==> src/sv/rrps_pkg.sv <==
// ----------------------------------------------------------------------------
// rrps_pkg
// shared types and constants for the round-robin task scheduler
// ----------------------------------------------------------------------------
package rrps_pkg;

    localparam int DEF_TASK_SLOTS = 8;
    localparam int PID_W          = 16;
    localparam int TERM_W         = 2;
    localparam int REQ_W          = 4;
    localparam int STAT_W         = 3;
    localparam int CFG_W          = 16;
    localparam int ACC_W          = 32;
    localparam int QL_W           = 17;

    localparam logic [CFG_W-1:0] QUANTUM_RESET = 16'd20;
    localparam logic [CFG_W-1:0] TICK_RESET    = 16'd50;

    localparam logic CFG_QUANTUM = 1'b0;
    localparam logic CFG_TICK    = 1'b1;

    localparam logic [2:0] ST_DEAD     = 3'd0;
    localparam logic [2:0] ST_READY    = 3'd1;
    localparam logic [2:0] ST_RUN      = 3'd2;
    localparam logic [2:0] ST_BLK_RD   = 3'd3;
    localparam logic [2:0] ST_BLK_WR   = 3'd4;
    localparam logic [2:0] ST_BLK_WAIT = 3'd5;

    localparam logic [REQ_W-1:0] REQ_RESET  = 4'd0;
    localparam logic [REQ_W-1:0] REQ_TICK   = 4'd1;
    localparam logic [REQ_W-1:0] REQ_READ   = 4'd2;
    localparam logic [REQ_W-1:0] REQ_WRITE  = 4'd3;
    localparam logic [REQ_W-1:0] REQ_CREATE = 4'd4;
    localparam logic [REQ_W-1:0] REQ_KILL   = 4'd5;
    localparam logic [REQ_W-1:0] REQ_WAIT   = 4'd6;
    localparam logic [REQ_W-1:0] REQ_CPUERR = 4'd7;
    localparam logic [REQ_W-1:0] REQ_IORDY  = 4'd8;

    localparam logic [STAT_W-1:0] STAT_OK       = 3'd0;
    localparam logic [STAT_W-1:0] STAT_NO_CUR   = 3'd1;
    localparam logic [STAT_W-1:0] STAT_NO_SLOT  = 3'd2;
    localparam logic [STAT_W-1:0] STAT_NOT_FND  = 3'd3;
    localparam logic [STAT_W-1:0] STAT_BAD_WAIT = 3'd4;
    localparam logic [STAT_W-1:0] STAT_BLOCKED  = 3'd5;

    typedef struct packed {
        logic live;
        logic eq;
        logic is_one;
    } t_cmp;

endpackage

==> src/sv/rrps_cmp.sv <==
// ----------------------------------------------------------------------------
// rrps_cmp
// shared slot compare unit: liveness, pid match and pid-is-one check for one table slot
// ----------------------------------------------------------------------------
module rrps_cmp (
    input  logic [2:0]                 i_state,
    input  logic [rrps_pkg::PID_W-1:0] i_pid,
    input  logic [rrps_pkg::PID_W-1:0] i_key,
    output rrps_pkg::t_cmp             o_cmp
);
    import rrps_pkg::*;

    always_comb begin
        o_cmp.live   = (i_state != ST_DEAD);
        o_cmp.eq     = (i_pid == i_key);
        o_cmp.is_one = (i_pid == PID_W'(1));
    end

endmodule

==> src/sv/round_robin_process_scheduler_top.sv <==
// ----------------------------------------------------------------------------
// round_robin_process_scheduler_top
// task table with round-robin dispatch and time quantum, one event per word
//
//   channel | signals                          | direction
//   in      | i_in_valid / o_in_ready + fields | event word in
//   out     | o_out_valid / i_out_ready + flds | dispatch result word out
//   cfg     | i_cfg_we, i_cfg_idx, i_cfg_wdata | register write
//
// ready stays low while an event runs through the event scan (if any), the wake
// pass and the dispatch search, plus a pass over all slots for each slot blocked
// on wait, all through one compare unit
// the final state is held while the previous result word is not yet taken
// synchronous active-low reset clears the table and returns to idle
// a new word is taken while the previous result still waits at the output
// ----------------------------------------------------------------------------
module round_robin_process_scheduler_top #(
    parameter int TASK_SLOTS = rrps_pkg::DEF_TASK_SLOTS
) (
    input  logic                               i_clk,
    input  logic                               i_rst_n,
    input  logic                               i_cfg_we,
    input  logic                               i_cfg_idx,
    input  logic [rrps_pkg::CFG_W-1:0]         i_cfg_wdata,
    input  logic                               i_in_valid,
    output logic                               o_in_ready,
    input  logic [rrps_pkg::REQ_W-1:0]         i_req_type,
    input  logic [rrps_pkg::PID_W-1:0]         i_target_pid,
    input  logic                               i_device_ready,
    input  logic [rrps_pkg::TERM_W-1:0]        i_ready_terminal,
    input  logic                               i_io_direction,
    output logic                               o_out_valid,
    input  logic                               i_out_ready,
    output logic                               o_running_valid,
    output logic [$clog2(TASK_SLOTS)-1:0]      o_running_slot,
    output logic [rrps_pkg::PID_W-1:0]         o_running_pid,
    output logic [rrps_pkg::TERM_W-1:0]        o_running_terminal,
    output logic [rrps_pkg::STAT_W-1:0]        o_status,
    output logic [rrps_pkg::PID_W-1:0]         o_child_pid,
    output logic                               o_preempted,
    output logic                               o_all_done,
    output logic [rrps_pkg::ACC_W-1:0]         o_idle_time,
    output logic [rrps_pkg::ACC_W-1:0]         o_preempt_total
);
    import rrps_pkg::*;

    localparam int SW = $clog2(TASK_SLOTS);
    localparam int CW = $clog2(TASK_SLOTS + 1);
    localparam logic [SW-1:0] LAST = SW'(TASK_SLOTS - 1);

    localparam logic [3:0] P_IDLE  = 4'd0;
    localparam logic [3:0] P_EXEC  = 4'd1;
    localparam logic [3:0] P_CLR   = 4'd2;
    localparam logic [3:0] P_SCAN  = 4'd3;
    localparam logic [3:0] P_ACT   = 4'd4;
    localparam logic [3:0] P_WOUT  = 4'd5;
    localparam logic [3:0] P_WIN   = 4'd6;
    localparam logic [3:0] P_SPREP = 4'd7;
    localparam logic [3:0] P_SCHED = 4'd8;
    localparam logic [3:0] P_DONE  = 4'd9;

    logic [2:0]        r_state [TASK_SLOTS];
    logic [PID_W-1:0]  r_pid   [TASK_SLOTS];
    logic [PID_W-1:0]  r_wpid  [TASK_SLOTS];
    logic              r_wall  [TASK_SLOTS];
    logic [TERM_W-1:0] r_bterm [TASK_SLOTS];
    logic [QL_W-1:0]   r_ql    [TASK_SLOTS];

    logic [CFG_W-1:0]  r_qlen, r_tick;
    logic [3:0]        r_ph;
    logic [SW-1:0]     r_ptr, r_j, r_cur, r_last, r_fidx;
    logic [CW-1:0]     r_cnt, r_live;
    logic              r_cur_v, r_last_v, r_has_cur, r_found, r_other1, r_acc;
    logic [PID_W-1:0]  r_next_pid, r_me, r_key, r_tgt;
    logic [REQ_W-1:0]  r_req;
    logic              r_dev, r_dir;
    logic [TERM_W-1:0] r_term;
    logic [STAT_W-1:0] r_status;
    logic [PID_W-1:0]  r_child;
    logic              r_pre;
    logic [ACC_W-1:0]  r_idle, r_pacc;

    logic              r_ov, r_orv, r_opre;
    logic [SW-1:0]     r_oslot;
    logic [PID_W-1:0]  r_opid, r_ochild;
    logic [TERM_W-1:0] r_oterm;
    logic [STAT_W-1:0] r_ostat;
    logic              r_odone;
    logic [ACC_W-1:0]  r_idle_q, r_pacc_q;

    logic [SW-1:0]     w_ci, w_ptr_nxt, w_start;
    logic [PID_W-1:0]  w_ckey, w_tkill, w_pnext, w_cpid;
    t_cmp              w_cmp;
    logic              w_hit, w_any, w_accept;
    logic [ACC_W:0]    w_idle_sum, w_pacc_sum;

    assign w_ci      = (r_ph == P_WIN) ? r_j : r_ptr;
    assign w_ckey    = (r_ph == P_WIN) ? (r_wall[r_ptr] ? r_pid[r_ptr] : r_wpid[r_ptr])
                                       : r_key;
    assign w_ptr_nxt = (r_ptr == LAST) ? '0 : r_ptr + SW'(1);
    assign w_start   = !r_last_v ? '0 : ((r_last == LAST) ? '0 : r_last + SW'(1));
    assign w_tkill   = (r_tgt == '0) ? r_me : r_tgt;
    assign w_pnext   = (r_next_pid == '1) ? PID_W'(1) : r_next_pid + PID_W'(1);
    assign w_cpid    = r_pid[r_cur];
    assign w_hit     = r_wall[r_ptr] ? (w_cmp.live && !w_cmp.eq) : (w_cmp.live && w_cmp.eq);
    assign w_any     = r_acc | w_hit;
    assign w_accept  = i_in_valid && o_in_ready;
    assign w_idle_sum = {1'b0, r_idle} + {{(ACC_W-CFG_W+1){1'b0}}, r_tick};
    assign w_pacc_sum = {1'b0, r_pacc} + (ACC_W+1)'(1);

    rrps_cmp u_cmp (
        .i_state (r_state[w_ci]),
        .i_pid   (r_pid[w_ci]),
        .i_key   (w_ckey),
        .o_cmp   (w_cmp)
    );

    assign o_in_ready = (r_ph == P_IDLE);

    always_ff @(posedge i_clk) begin
        if (!i_rst_n) begin
            for (int k = 0; k < TASK_SLOTS; k++) begin
                r_state[k] <= ST_DEAD;
                r_pid[k]   <= '0;
                r_wpid[k]  <= '0;
                r_wall[k]  <= 1'b0;
                r_bterm[k] <= '0;
                r_ql[k]    <= {1'b0, QUANTUM_RESET};
            end
            r_qlen     <= QUANTUM_RESET;
            r_tick     <= TICK_RESET;
            r_ph       <= P_IDLE;
            r_cur_v    <= 1'b0;
            r_last_v   <= 1'b0;
            r_next_pid <= PID_W'(1);
            r_live     <= '0;
            r_idle     <= '0;
            r_pacc     <= '0;
            r_ov       <= 1'b0;
        end else begin
            if (i_cfg_we) begin
                if (i_cfg_idx == CFG_QUANTUM) r_qlen <= i_cfg_wdata;
                else r_tick <= i_cfg_wdata;
            end
            if (r_ov && i_out_ready && r_ph != P_DONE) r_ov <= 1'b0;

            case (r_ph)
                P_IDLE: begin
                    if (w_accept) begin
                        r_req     <= i_req_type;
                        r_tgt     <= i_target_pid;
                        r_dev     <= i_device_ready;
                        r_term    <= i_ready_terminal;
                        r_dir     <= i_io_direction;
                        r_has_cur <= r_cur_v;
                        r_me      <= r_cur_v ? r_pid[r_cur] : '0;
                        r_status  <= STAT_OK;
                        r_child   <= '0;
                        r_pre     <= 1'b0;
                        r_ph      <= P_EXEC;
                    end
                end
                P_EXEC: begin
                    r_ptr    <= '0;
                    r_found  <= 1'b0;
                    r_other1 <= 1'b0;
                    case (r_req)
                        REQ_RESET: r_ph <= P_CLR;
                        REQ_TICK: begin
                            r_ph <= P_WOUT;
                            if (!r_has_cur) begin
                                r_idle <= w_idle_sum[ACC_W] ? '1 : w_idle_sum[ACC_W-1:0];
                            end else if (r_ql[r_cur] <= {1'b0, r_tick}) begin
                                r_pre          <= 1'b1;
                                r_pacc         <= w_pacc_sum[ACC_W] ? '1
                                                                    : w_pacc_sum[ACC_W-1:0];
                                r_state[r_cur] <= ST_READY;
                                r_ql[r_cur]    <= {1'b0, r_qlen};
                                r_cur_v        <= 1'b0;
                            end else begin
                                r_ql[r_cur] <= r_ql[r_cur] - {1'b0, r_tick};
                            end
                        end
                        REQ_IORDY: r_ph <= P_SCAN;
                        REQ_READ, REQ_WRITE, REQ_CREATE, REQ_KILL, REQ_WAIT,
                        REQ_CPUERR: begin
                            if (!r_has_cur) begin
                                r_status <= STAT_NO_CUR;
                                r_ph     <= P_WOUT;
                            end else if (r_req == REQ_READ || r_req == REQ_WRITE) begin
                                r_ph <= P_WOUT;
                                if (!r_dev) begin
                                    r_state[r_cur] <= (r_req == REQ_READ) ? ST_BLK_RD
                                                                          : ST_BLK_WR;
                                    r_bterm[r_cur] <= TERM_W'(r_me - PID_W'(1));
                                    r_cur_v        <= 1'b0;
                                    r_status       <= STAT_BLOCKED;
                                end
                            end else if (r_req == REQ_CPUERR) begin
                                r_state[r_cur] <= ST_DEAD;
                                if (r_live != '0) r_live <= r_live - CW'(1);
                                r_cur_v <= 1'b0;
                                r_ph    <= P_WOUT;
                            end else if (r_req == REQ_WAIT
                                         && (r_tgt == '0 || r_tgt == r_me)) begin
                                r_status <= STAT_BAD_WAIT;
                                r_ph     <= P_WOUT;
                            end else begin
                                r_key <= (r_req == REQ_KILL) ? w_tkill : r_tgt;
                                r_ph  <= P_SCAN;
                            end
                        end
                        default: r_ph <= P_WOUT;
                    endcase
                end
                P_CLR: begin
                    r_state[r_ptr] <= ST_DEAD;
                    r_pid[r_ptr]   <= '0;
                    r_wpid[r_ptr]  <= '0;
                    r_wall[r_ptr]  <= 1'b0;
                    r_bterm[r_ptr] <= '0;
                    r_ql[r_ptr]    <= {1'b0, r_qlen};
                    r_ptr          <= w_ptr_nxt;
                    if (r_ptr == LAST) begin
                        r_state[0] <= ST_READY;
                        r_pid[0]   <= PID_W'(1);
                        r_cur_v    <= 1'b0;
                        r_last_v   <= 1'b0;
                        r_next_pid <= PID_W'(2);
                        r_live     <= CW'(1);
                        r_ph       <= P_WOUT;
                    end
                end
                P_SCAN: begin
                    case (r_req)
                        REQ_IORDY: begin
                            if (r_bterm[r_ptr] == r_term
                                && ((!r_dir && r_state[r_ptr] == ST_BLK_RD)
                                    || (r_dir && r_state[r_ptr] == ST_BLK_WR)))
                                r_state[r_ptr] <= ST_READY;
                        end
                        REQ_CREATE: begin
                            if (!r_found && !w_cmp.live) begin
                                r_found <= 1'b1;
                                r_fidx  <= r_ptr;
                            end
                        end
                        default: begin
                            if (!r_found && w_cmp.live && w_cmp.eq) begin
                                r_found <= 1'b1;
                                r_fidx  <= r_ptr;
                            end
                            if (w_cmp.live && !w_cmp.is_one) r_other1 <= 1'b1;
                        end
                    endcase
                    r_ptr <= w_ptr_nxt;
                    if (r_ptr == LAST) r_ph <= (r_req == REQ_IORDY) ? P_WOUT : P_ACT;
                end
                P_ACT: begin
                    r_ptr <= '0;
                    r_ph  <= P_WOUT;
                    case (r_req)
                        REQ_CREATE: begin
                            if (!r_found) begin
                                r_status <= STAT_NO_SLOT;
                            end else begin
                                r_state[r_fidx] <= ST_READY;
                                r_pid[r_fidx]   <= r_next_pid;
                                r_wpid[r_fidx]  <= '0;
                                r_wall[r_fidx]  <= 1'b0;
                                r_bterm[r_fidx] <= '0;
                                r_ql[r_fidx]    <= {1'b0, r_qlen};
                                r_child         <= r_next_pid;
                                r_next_pid      <= w_pnext;
                                r_live          <= r_live + CW'(1);
                            end
                        end
                        REQ_KILL: begin
                            if (r_me == PID_W'(1) && r_key == PID_W'(1) && r_other1) begin
                                r_state[r_cur] <= ST_BLK_WAIT;
                                r_wall[r_cur]  <= 1'b1;
                                r_wpid[r_cur]  <= '0;
                                r_cur_v        <= 1'b0;
                                r_status       <= STAT_BLOCKED;
                            end else if (!r_found) begin
                                r_status <= STAT_NOT_FND;
                            end else begin
                                r_state[r_fidx] <= ST_DEAD;
                                if (r_live != '0) r_live <= r_live - CW'(1);
                                if (r_cur_v && r_cur == r_fidx) r_cur_v <= 1'b0;
                            end
                        end
                        default: begin
                            if (r_found) begin
                                r_state[r_cur] <= ST_BLK_WAIT;
                                r_wpid[r_cur]  <= r_tgt;
                                r_wall[r_cur]  <= 1'b0;
                                r_cur_v        <= 1'b0;
                                r_status       <= STAT_BLOCKED;
                            end
                        end
                    endcase
                end
                P_WOUT: begin
                    r_j   <= '0;
                    r_acc <= 1'b0;
                    if (r_state[r_ptr] == ST_BLK_WAIT) begin
                        r_ph <= P_WIN;
                    end else begin
                        r_ptr <= w_ptr_nxt;
                        if (r_ptr == LAST) r_ph <= P_SPREP;
                    end
                end
                P_WIN: begin
                    r_acc <= w_any;
                    r_j   <= r_j + SW'(1);
                    if (r_j == LAST) begin
                        if (!w_any) begin
                            r_state[r_ptr] <= ST_READY;
                            r_wall[r_ptr]  <= 1'b0;
                            r_wpid[r_ptr]  <= '0;
                        end
                        r_ptr <= w_ptr_nxt;
                        r_ph  <= (r_ptr == LAST) ? P_SPREP : P_WOUT;
                    end
                end
                P_SPREP: begin
                    if (r_cur_v && r_state[r_cur] == ST_RUN) r_state[r_cur] <= ST_READY;
                    r_cur_v <= 1'b0;
                    r_ptr   <= w_start;
                    r_cnt   <= '0;
                    r_ph    <= P_SCHED;
                end
                P_SCHED: begin
                    if (r_state[r_ptr] == ST_READY) begin
                        r_state[r_ptr] <= ST_RUN;
                        r_cur          <= r_ptr;
                        r_cur_v        <= 1'b1;
                        r_last         <= r_ptr;
                        r_last_v       <= 1'b1;
                        if (r_ql[r_ptr] == '0) r_ql[r_ptr] <= {1'b0, r_qlen};
                        r_ph <= P_DONE;
                    end else begin
                        r_ptr <= w_ptr_nxt;
                        r_cnt <= r_cnt + CW'(1);
                        if (r_cnt == CW'(TASK_SLOTS - 1)) r_ph <= P_DONE;
                    end
                end
                P_DONE: begin
                    if (!r_ov || i_out_ready) begin
                        r_ov     <= 1'b1;
                        r_orv    <= r_cur_v;
                        r_oslot  <= r_cur_v ? r_cur : '0;
                        r_opid   <= r_cur_v ? w_cpid : '0;
                        r_oterm  <= r_cur_v ? TERM_W'(w_cpid - PID_W'(1)) : '0;
                        r_ostat  <= r_status;
                        r_ochild <= r_child;
                        r_opre   <= r_pre;
                        r_odone  <= (r_live == '0);
                        r_ph     <= P_IDLE;
                    end
                end
                default: r_ph <= P_IDLE;
            endcase
        end
    end

    assign o_out_valid        = r_ov;
    assign o_running_valid    = r_orv;
    assign o_running_slot     = r_oslot;
    assign o_running_pid      = r_opid;
    assign o_running_terminal = r_oterm;
    assign o_status           = r_ostat;
    assign o_child_pid        = r_ochild;
    assign o_preempted        = r_opre;
    assign o_all_done         = r_odone;
    assign o_idle_time        = r_idle_q;
    assign o_preempt_total    = r_pacc_q;

    always_ff @(posedge i_clk) begin
        if (r_ph == P_DONE && (!r_ov || i_out_ready)) begin
            r_idle_q <= r_idle;
            r_pacc_q <= r_pacc;
        end
    end

endmodule
==> config.mk <==
export PLATFORM = sky130hd
export DESIGN_NAME = round_robin_process_scheduler_top
export DESIGN_NICKNAME = d
export VERILOG_FILES = /design/src/sv/rrps_pkg.sv /design/src/sv/rrps_cmp.sv /design/src/sv/round_robin_process_scheduler_top.sv
export SDC_FILE = /design/constraint.sdc
export NUM_CORES = 1
export LEC_CHECK = 0
export BUFFER_PORTS_ARGS = -buffer_cell sky130_fd_sc_hd__buf_2
export CORE_UTILIZATION = 45
export CTS_CLUSTER_SIZE = 14
export DETAILED_ROUTE_END_ITERATION = 8
export PLACE_DENSITY = 0.73
export SLEW_MARGIN = 20
export SYNTH_ARGS = -nofsm -noshare
export SYNTH_HDL_FRONTEND = slang
export SYNTH_SLANG_ARGS = --single-unit
==> constraint.sdc <==
create_clock -name i_clk -period 5.29 [get_ports i_clk]
set_input_delay 0.7935 -clock i_clk [delete_from_list [all_inputs] [get_ports i_clk]]
set_output_delay 0.7935 -clock i_clk [all_outputs]
set_load 0.01 [all_outputs]
# After elaboration in Yosys (flattened, before gate mapping)
# Memories as Yosys holds them, arrays and structs flattened. A register that Yosys moved wholly into a read port is not among the register bits.
# Index checks and enable logic that the tools add are counted.
# totals
latchBits	0
inputBits	46
mem_bits_rw	440
mem_bits_ro	0
memories	6
elab_cells	510
regBits	326
# classes
bitwise_logic	24
n_reduce_logical	91
mul	0
n_shift	0
add_sub_neg	12
magnitude_cmp	1
mux	258
n_div	0
n_eq_ne	79
# mem_list
memory	words	width	read_ports	rd_ports_with_merged_regs	write_ports	line	source
r_ql	8	17	2	2	8	round_robin_process_scheduler_top.sv:67	logic [QL_W-1:0] r_ql [TASK_SLOTS];
r_pid	8	16	3	2	8	round_robin_process_scheduler_top.sv:63	logic [PID_W-1:0] r_pid [TASK_SLOTS];
r_wpid	8	16	1	1	8	round_robin_process_scheduler_top.sv:64	logic [PID_W-1:0] r_wpid [TASK_SLOTS];
r_state	8	3	3	2	8	round_robin_process_scheduler_top.sv:62	logic [2:0] r_state [TASK_SLOTS];
r_bterm	8	2	1	1	8	round_robin_process_scheduler_top.sv:66	logic [TERM_W-1:0] r_bterm [TASK_SLOTS];
r_wall	8	1	1	1	8	round_robin_process_scheduler_top.sv:65	logic r_wall [TASK_SLOTS];
# ops
op	count
$mux 16	20
$mux 3	64
$mux 1	123
$mux 17	5
$reduce_or 16->1	5
$mux 4	19
$mux 32	2
$pmux 16 s2	2
$reduce_or 17->1	3
$eq 16x1->1 const B	3
$ne 3x3->1 const B	14
$pmux 4 s10	1
$eq 4x3->1 const B	9
$ne 2x2->1 const B	18
$ne 4x4->1 const B	9
$add 32x1->33 const B	1
$add 32x16->33	1
$eq 16x16->1	2
$reduce_and 10->1	2
$reduce_and 5->1	4
$logic_and 1x1->1	18
$or 1x1->1	18
$pmux 3 s2	3
$pmux 3 s3	2
45 further kinds	117

# Logic depth before layout (Yosys ltp)
# Gate-level depths: netlist of run 1.
# An unclocked memory read counts as a cell.
# logic_depth
ltp_word	18
mapped_depth	20

# Modules after synthesis
# Synthesis of run 1 repeated with hierarchy kept, for this count alone.
# unflattened
hier_cells	3098
area_unflattened_um2	37872.6
# by_module_without_submodules
module	seq_area_each_um2	area_per_inst_um2	cells_per_inst	instances
round_robin_process_scheduler_top	21810.9	37652.4	3071	1
rrps_cmp	0.0	220.2	27	1

# Least setup slack after synthesis of run 1
# OpenSTA, ideal clock, no wires.
# synth_timing
kind	register to register
startpoint	register with a tool-made name
endpoint	memory r_ql[0][2] (data pin)
required_ps	5015
arrival_time_ps	4963
setup_time_ps	275
period_less_slack_ps	5238
slack_ps	52
path_stages_with_launch	20
path_cell_list	dfxtp_1 > clkbuf_1 > clkbuf_1 > buf_1 > mux4_2 > mux2i_1 > inv_1 > ha_1 > nor2b_1 > o21ai_0 > a21boi_0 > o21ai_0 > a21o_1 > a21oi_1 > a211oi_1 > or2_2 > nor2b_1 > buf_1 > mux2i_1 > nand3_1
# synth_rtl
element	line
to (decl)	round_robin_process_scheduler_top.sv:67

==> impl_metrics.tcl, run 1 <==
set metrics [dict create \
    synthTopCellsByArea "edfxtp_1 50%, mux4_2 9.1%, dfxtp_1 7.3%, nor2_1 5.5%, mux2i_1 3.0%" \
    period_needed_ps 5040 \
    htreeDepth 3 \
    yosys_warnings 0 \
    synth_mux_area_frac 0.129 \
    hold_viol_final 0 \
    intPower_uw 11900 \
    worst_pin_slew_ps 1220 \
    pre_cts_ws_ps 245 \
    gp_congestion 0.999 \
    crit_start "r_ph[0]$_SDFFE_PN0P_" \
    die_area_sq_mm 0.0852 \
    synth_ff_type "edfxtp_1" \
    layout-drive-gt1-share 0.198 \
    crit_fanout 11 \
    route.vias.total 28012 \
    cp.arrival_ps 5380 \
    swShare 0.277 \
    hold_buffers 0 \
    syn_area_per_cell_sq_um 12.0 \
    power_uw 16500 \
    synth_edf_count 635 \
    synthArstFlopShare 0 \
    wirelength_mm 111 \
    core_area_sq_mm 0.0826 \
    critPathTopFamily "simple AND/OR/NAND/NOR gates" \
    crit_path_frequent_cell "o21ai_1" \
    cts_tree "done" \
    p_seq_frac 0.432 \
    firstDrtPassIters 7 \
    path_class "reg -> reg" \
    skew_ps 40.7 \
    crit_path_cell_trace "nand4bb_1 > mux2_4 > nor2_1 > a32oi_1 > and3_1 > or4_1 > and4bb_2 > a21oi_1 > or2_1 > o21ai_1 > and2_1 > buf_4 > o21ai_1" \
    max-vdd-ir-drop_mv 0.256 \
    hpwl_mm 78.8 \
    fmax_mhz 198 \
    row_count 105 \
    drv_cap 0 \
    io_pins 155 \
    p_comb_frac 0.184 \
    port-buffer-count 154 \
    leakagePower_uw 0.0151 \
    grt_max_degree 77 \
    setup_tns_ps 0 \
    synth_compound_area_frac 0.0713 \
    synth_cell_types 88 \
    final_nets 3458 \
    clockBufferDepth 3 \
    ant_nets 0 \
    wl_per_cell_um 24.7 \
    ys_seq_elements 772 \
    slowest_delay_ps 760 \
    synth_top_family_by_area "simple AND/OR/NAND/NOR gates" \
    min_from "i_target_pid[15]" \
    antenna_found_initial 3 \
    outcome "finished, final reports clean" \
    fin_util 0.526 \
    cts.clk_slew.worst_paths_ps 60 \
    finalSetupViolations 0 \
    cp.buffers_inverters 1 \
    hold_class "in -> reg" \
    synth_sequential_area_ratio 0.577 \
    fillers 6792 \
    initial_utilization 0.458 \
    cp-start-kind "flip-flop" \
    r2r_start "r_ph[0]$_SDFFE_PN0P_" \
    cp.required_ps 5630 \
    drtIter0Drc 3752 \
    finalCritPeriodShare 0.953 \
    relSlewSlack 0.186 \
    area_growth_pct 14.9 \
    synth_xor_area_frac 0.0229 \
    grt_pass1_wl_mm 166 \
    synth_top_area_cell "edfxtp_1" \
    postSynthCellCount 3142 \
    synth_fp_nets 3234 \
    viasPerCell 6.22 \
    cp-end-kind "flip-flop" \
    die_w_um 292 \
    grt_usage 0.257 \
    cellPowerDensity_mw_per_mm2 379 \
    synth_common_cells "635 x edfxtp_1, 554 x nor2_1, 284 x nand2_1" \
    dp_cells 4351 \
    grt_setup_unrepaired "false" \
    synth_top_area_frac 0.504 \
    report.final.slew_viol_count 0 \
    cts-root-buf "clkbuf_16" \
    clkPwrFrac 0.384 \
    switching_power_uw 4580 \
    syn_area_sq_mm 0.0378 \
    drc 0 \
    cpMaxStageDelayCell "nor2_1" \
    fin_cells 4505 \
    grt_overflow 0 \
    finalWorstSetupSlack_ps 247 \
    cts_buffers 82 \
    grt_pass1_vias 26575 \
    yosys.area_share.adder 0.0156 \
    yosys.area_share.simple 0.156 \
    synth.most_common_cell "edfxtp_1" \
    die_h_um 292 \
    clock-sinks 772 \
    clk_latency_ps 650 \
]
[layer usage]
layer | up-vias | track usage | routed length (um)
met3 | 281 | 0.0511 | 12400
met2 | 1829 | 0.401 | 50700
li1 | 12210 | - | -
met5 | - | 0 | 9
met4 | 2 | 0.102 | 4770
met1 | 13690 | 0.352 | 43400
[logic make-up after synthesis]
kind of cell / count (synthesis)
AND/OR/NAND/NOR: 1285
flip-flops: 772
AO/OA/AOI/OAI: 415
multiplexers: 290
buffers and inverters: 235
XOR/XNOR: 99
adder cells (fa/ha/maj): 46
[power by group through the flow]
stage	logic (uW)	clock network (uW)	registers [uW]
6_report	3030	6340	7120
5_1_grt	3180	6600	7140
4_1_cts	2970	6370	7120
3_5_place_dp	2960	0	7240
3_3_place_gp	2930	0	7230
2_1_floorplan	2180	0	7050
[sequential cells by signal (all words and copies together), names as in the netlist, 8 cells and up, named ones only]
name and cells:
r_idle 32, r_pid 128, r_tgt 16, r_key 16
r_state 24, o_idle_time 32, r_me 16, r_wall 8
r_bterm 16, r_ql 136, r_child 16, r_wpid 128
o_child_pid 16, r_qlen 16, r_pacc 32, o_preempt_total 32
r_next_pid 16, r_tick 16, o_running_pid 16
[cells in the final DEF (no fill, tap or decap), drive strengths merged, types with 44 or more instances in the layout]
| cell | count |
|---|---|
| a21oi | 139 |
| and3 | 46 |
| buf | 311 |
| clkbuf | 95 |
| dfxtp | 137 |
| edfxtp | 635 |
| ha | 44 |
| inv | 69 |
| mux2i | 114 |
| mux4 | 153 |
| nand2 | 290 |
| nand3 | 72 |
| nor2 | 563 |
| nor3 | 66 |
| nor4 | 59 |
| o21ai | 78 |
| xnor2 | 47 |
| xor2 | 52 |
[per-stage QoR]
step / instance area, sq um / hold slack [ps]
after floorplan: 37800 / 400
after global placement: 40400 / 401
after detailed placement: 40400 / 405
after CTS: 43400 / 303
after global routing: 43500 / 312
final: 43500 / 326
[cell type report]
class,count,area [sq um],share of cell area
sequential,772,21800,0.502
antenna,1,2.50,0.0000576
inverter,63,236,0.00544
timing repair buffer,312,2080,0.0478
tap,1070,1340,0.0308
clock buffer,94,2170,0.0500
multi-input combinational,2135,15000,0.345
clock inverter,58,807,0.0186
[worst paths after layout]
check                                                    to  slack (ps)  cells past startpoint
worst min register to register    o_child_pid[12]$_DFFE_PP_         420                      0
worst max-delay path            r_state[2][2]$_SDFFCE_PN0P_         250                     13
worst max register to register  r_state[2][2]$_SDFFCE_PN0P_         250                     13
worst min-delay path                    r_tgt[15]$_DFFE_PP_         330                      1
[repair_timing]
item,CTS,global route
setup endpoints to repair,0,69
setup buffers,0,1
resized for setup,0,3
Note: power is estimated with default switching activity, not from simulation.
==> inputs of run 2 (changes only) <==
- BUFFER_PORTS_ARGS: -buffer_cell sky130_fd_sc_hd__buf_2 -> not set
- DONT_BUFFER_PORTS: not set -> 1
- MAX_ROUTING_LAYER: not set -> met4
- PLACE_DENSITY: 0.73 -> 0.71
==> run 2 against run 1 <==
  * Fmax up 0.17%
  * Sequential power about the same
  * Cell count down 3.8%
  * Hold slack worse by 84 ps
  * Clock power down 5.7%
  * Clock skew down 7.0 ps
  * Worst setup slack better by 8.6 ps
  * Combinational power about the same
  * Global-route usage up 1.2 points
  * Cell area down 2.5%
  * Sequential cell count unchanged
  * Die area unchanged
==> impl_metrics.tcl, run 2 (synthesized netlist as in run 1, its figures left out) <==
set metrics [dict create \
    final_nets 3283 \
    layout-drive-gt1-share 0.154 \
    drtIter0Drc 3369 \
    hold_viol_final 0 \
    fmax_mhz 199 \
    skew_ps 33.7 \
    report.final.slew_viol_count 0 \
    port-buffer-count 0 \
    clock-sinks 772 \
    wirelength_mm 113 \
    cts_tree "done" \
    cts-root-buf "clkbuf_16" \
    cp-end-kind "flip-flop" \
    grt_pass1_vias 25907 \
    setup_tns_ps 0 \
    initial_utilization 0.458 \
    relSlewSlack 0.206 \
    hpwl_mm 79.5 \
    firstDrtPassIters 7 \
    crit_fanout 20 \
    cts_buffers 82 \
    min_from "i_target_pid[4]" \
    fin_util 0.513 \
    io_pins 155 \
    drv_cap 0 \
    grt_max_degree 93 \
    dpl_cell_area_sq_mm 0.0395 \
    clk_latency_ps 640 \
    htreeDepth 3 \
    antenna_found_initial 6 \
    final_cell_mix "635 x edfxtp_1, 551 x nor2_1, 284 x nand2_1" \
    cts.clk_slew.worst_paths_ps 60 \
    path_class "reg -> reg" \
    grt_setup_unrepaired "false" \
    gp_congestion 1.01 \
    final_area_sq_mm 0.0424 \
    viasPerCell 6.31 \
    finalSetupViolations 0 \
    fin_cells 4334 \
    largest_reg_flops 136 \
    grt_overflow 0 \
    clockBufferDepth 3 \
    wl_per_cell_um 26.0 \
    core_area_sq_mm 0.0826 \
    top_regs "r_ql: 136 flops, r_pid: 128 flops, r_wpid: 128 flops" \
    area_growth_pct 12.0 \
    row_count 105 \
    mostFrequentLayoutCell "edfxtp_1" \
    outcome "finished, final reports clean" \
    grt_usage 0.269 \
    route.vias.total 27364 \
    drc 0 \
    die_w_um 292 \
    leakagePower_uw 0.0143 \
    top_register "r_ql" \
    max-vdd-ir-drop_mv 0.266 \
    finalCritPeriodShare 0.952 \
    hold_class "in -> reg" \
    cp-start-kind "flip-flop" \
    worst_pin_slew_ps 1190 \
    cp.arrival_ps 5420 \
    dp_cells 4176 \
    cellPowerDensity_mw_per_mm2 380 \
    grt_pass1_wl_mm 168 \
    die_area_sq_mm 0.0852 \
    period_needed_ps 5030 \
    die_h_um 292 \
    cp.required_ps 5680 \
    ant_nets 0 \
]
run 2: layout make-up:
class	count	area (sq um)
flip-flops and latches	772	21800
diodes	6	15.0
clock inverters	47	574
multi-input cells	2135	15000
clock buffers	104	2240
repair buffers	137	1120
well taps	1070	1340
inverters	63	236
fillers	6983	40300
run 2: through the flow:
step,hold slack (ps),total power [uW],setup slack [ps]
3_3_place_gp,402,10100,127
4_1_cts,225,16100,133
5_1_grt,228,16600,21.1
2_1_floorplan,400,9230,51.9
6_report,242,16100,255
3_5_place_dp,405,10200,29.7
run 2: final timing paths:
kind | cells after the start | end | slack, ps
setup / recovery | 16 | r_ql[2][6]$_SDFFCE_PN0P_ | 260
hold / removal | 0 | r_tgt[4]$_DFFE_PP_ | 240
setup reg to reg | 16 | r_ql[2][6]$_SDFFCE_PN0P_ | 260
hold reg to reg | 0 | o_child_pid[10]$_DFFE_PP_ | 410
run 2: critical path, stage by stage, from the launching register on:
cell	delay [ps]
dfxtp_4	550
buf_4	320
mux4_2	520
mux2_2	290
ha_1	360
o21ai_0	130
a21boi_0	270
o21ai_0	150
a21o_1	230
a21oi_1	170
a211oi_2	120
or2_2	390
nor2b_2	190
buf_4	330
mux2i_1	440
buf_4	250
nor2_1	60
run 2: metal layers:
metal	vias up	global-route usage	part of all wire
li1	11847	-	-
met3	233	0.0515	0.10
met4	0	0.0951	0.035
met5	-	-	0
met1	13606	0.357	0.39
met2	1678	0.414	0.47
run 2: timing repair:
action	4_1_cts	5_1_grt
gates resized for setup	1	2
hold buffers	0	0
setup endpoints to repair	5	77
buffers inserted	0	1
run 2: power by group:
| part | internal (uW) | leakage [uW] | total [uW] | switching [uW] |
|---|---|---|---|---|
| registers | 6840 | 0.00742 | 7110 | 272 |
| logic | 1260 | 0.00555 | 3010 | 1750 |
| clock network | 3520 | 0.00136 | 5980 | 2470 |
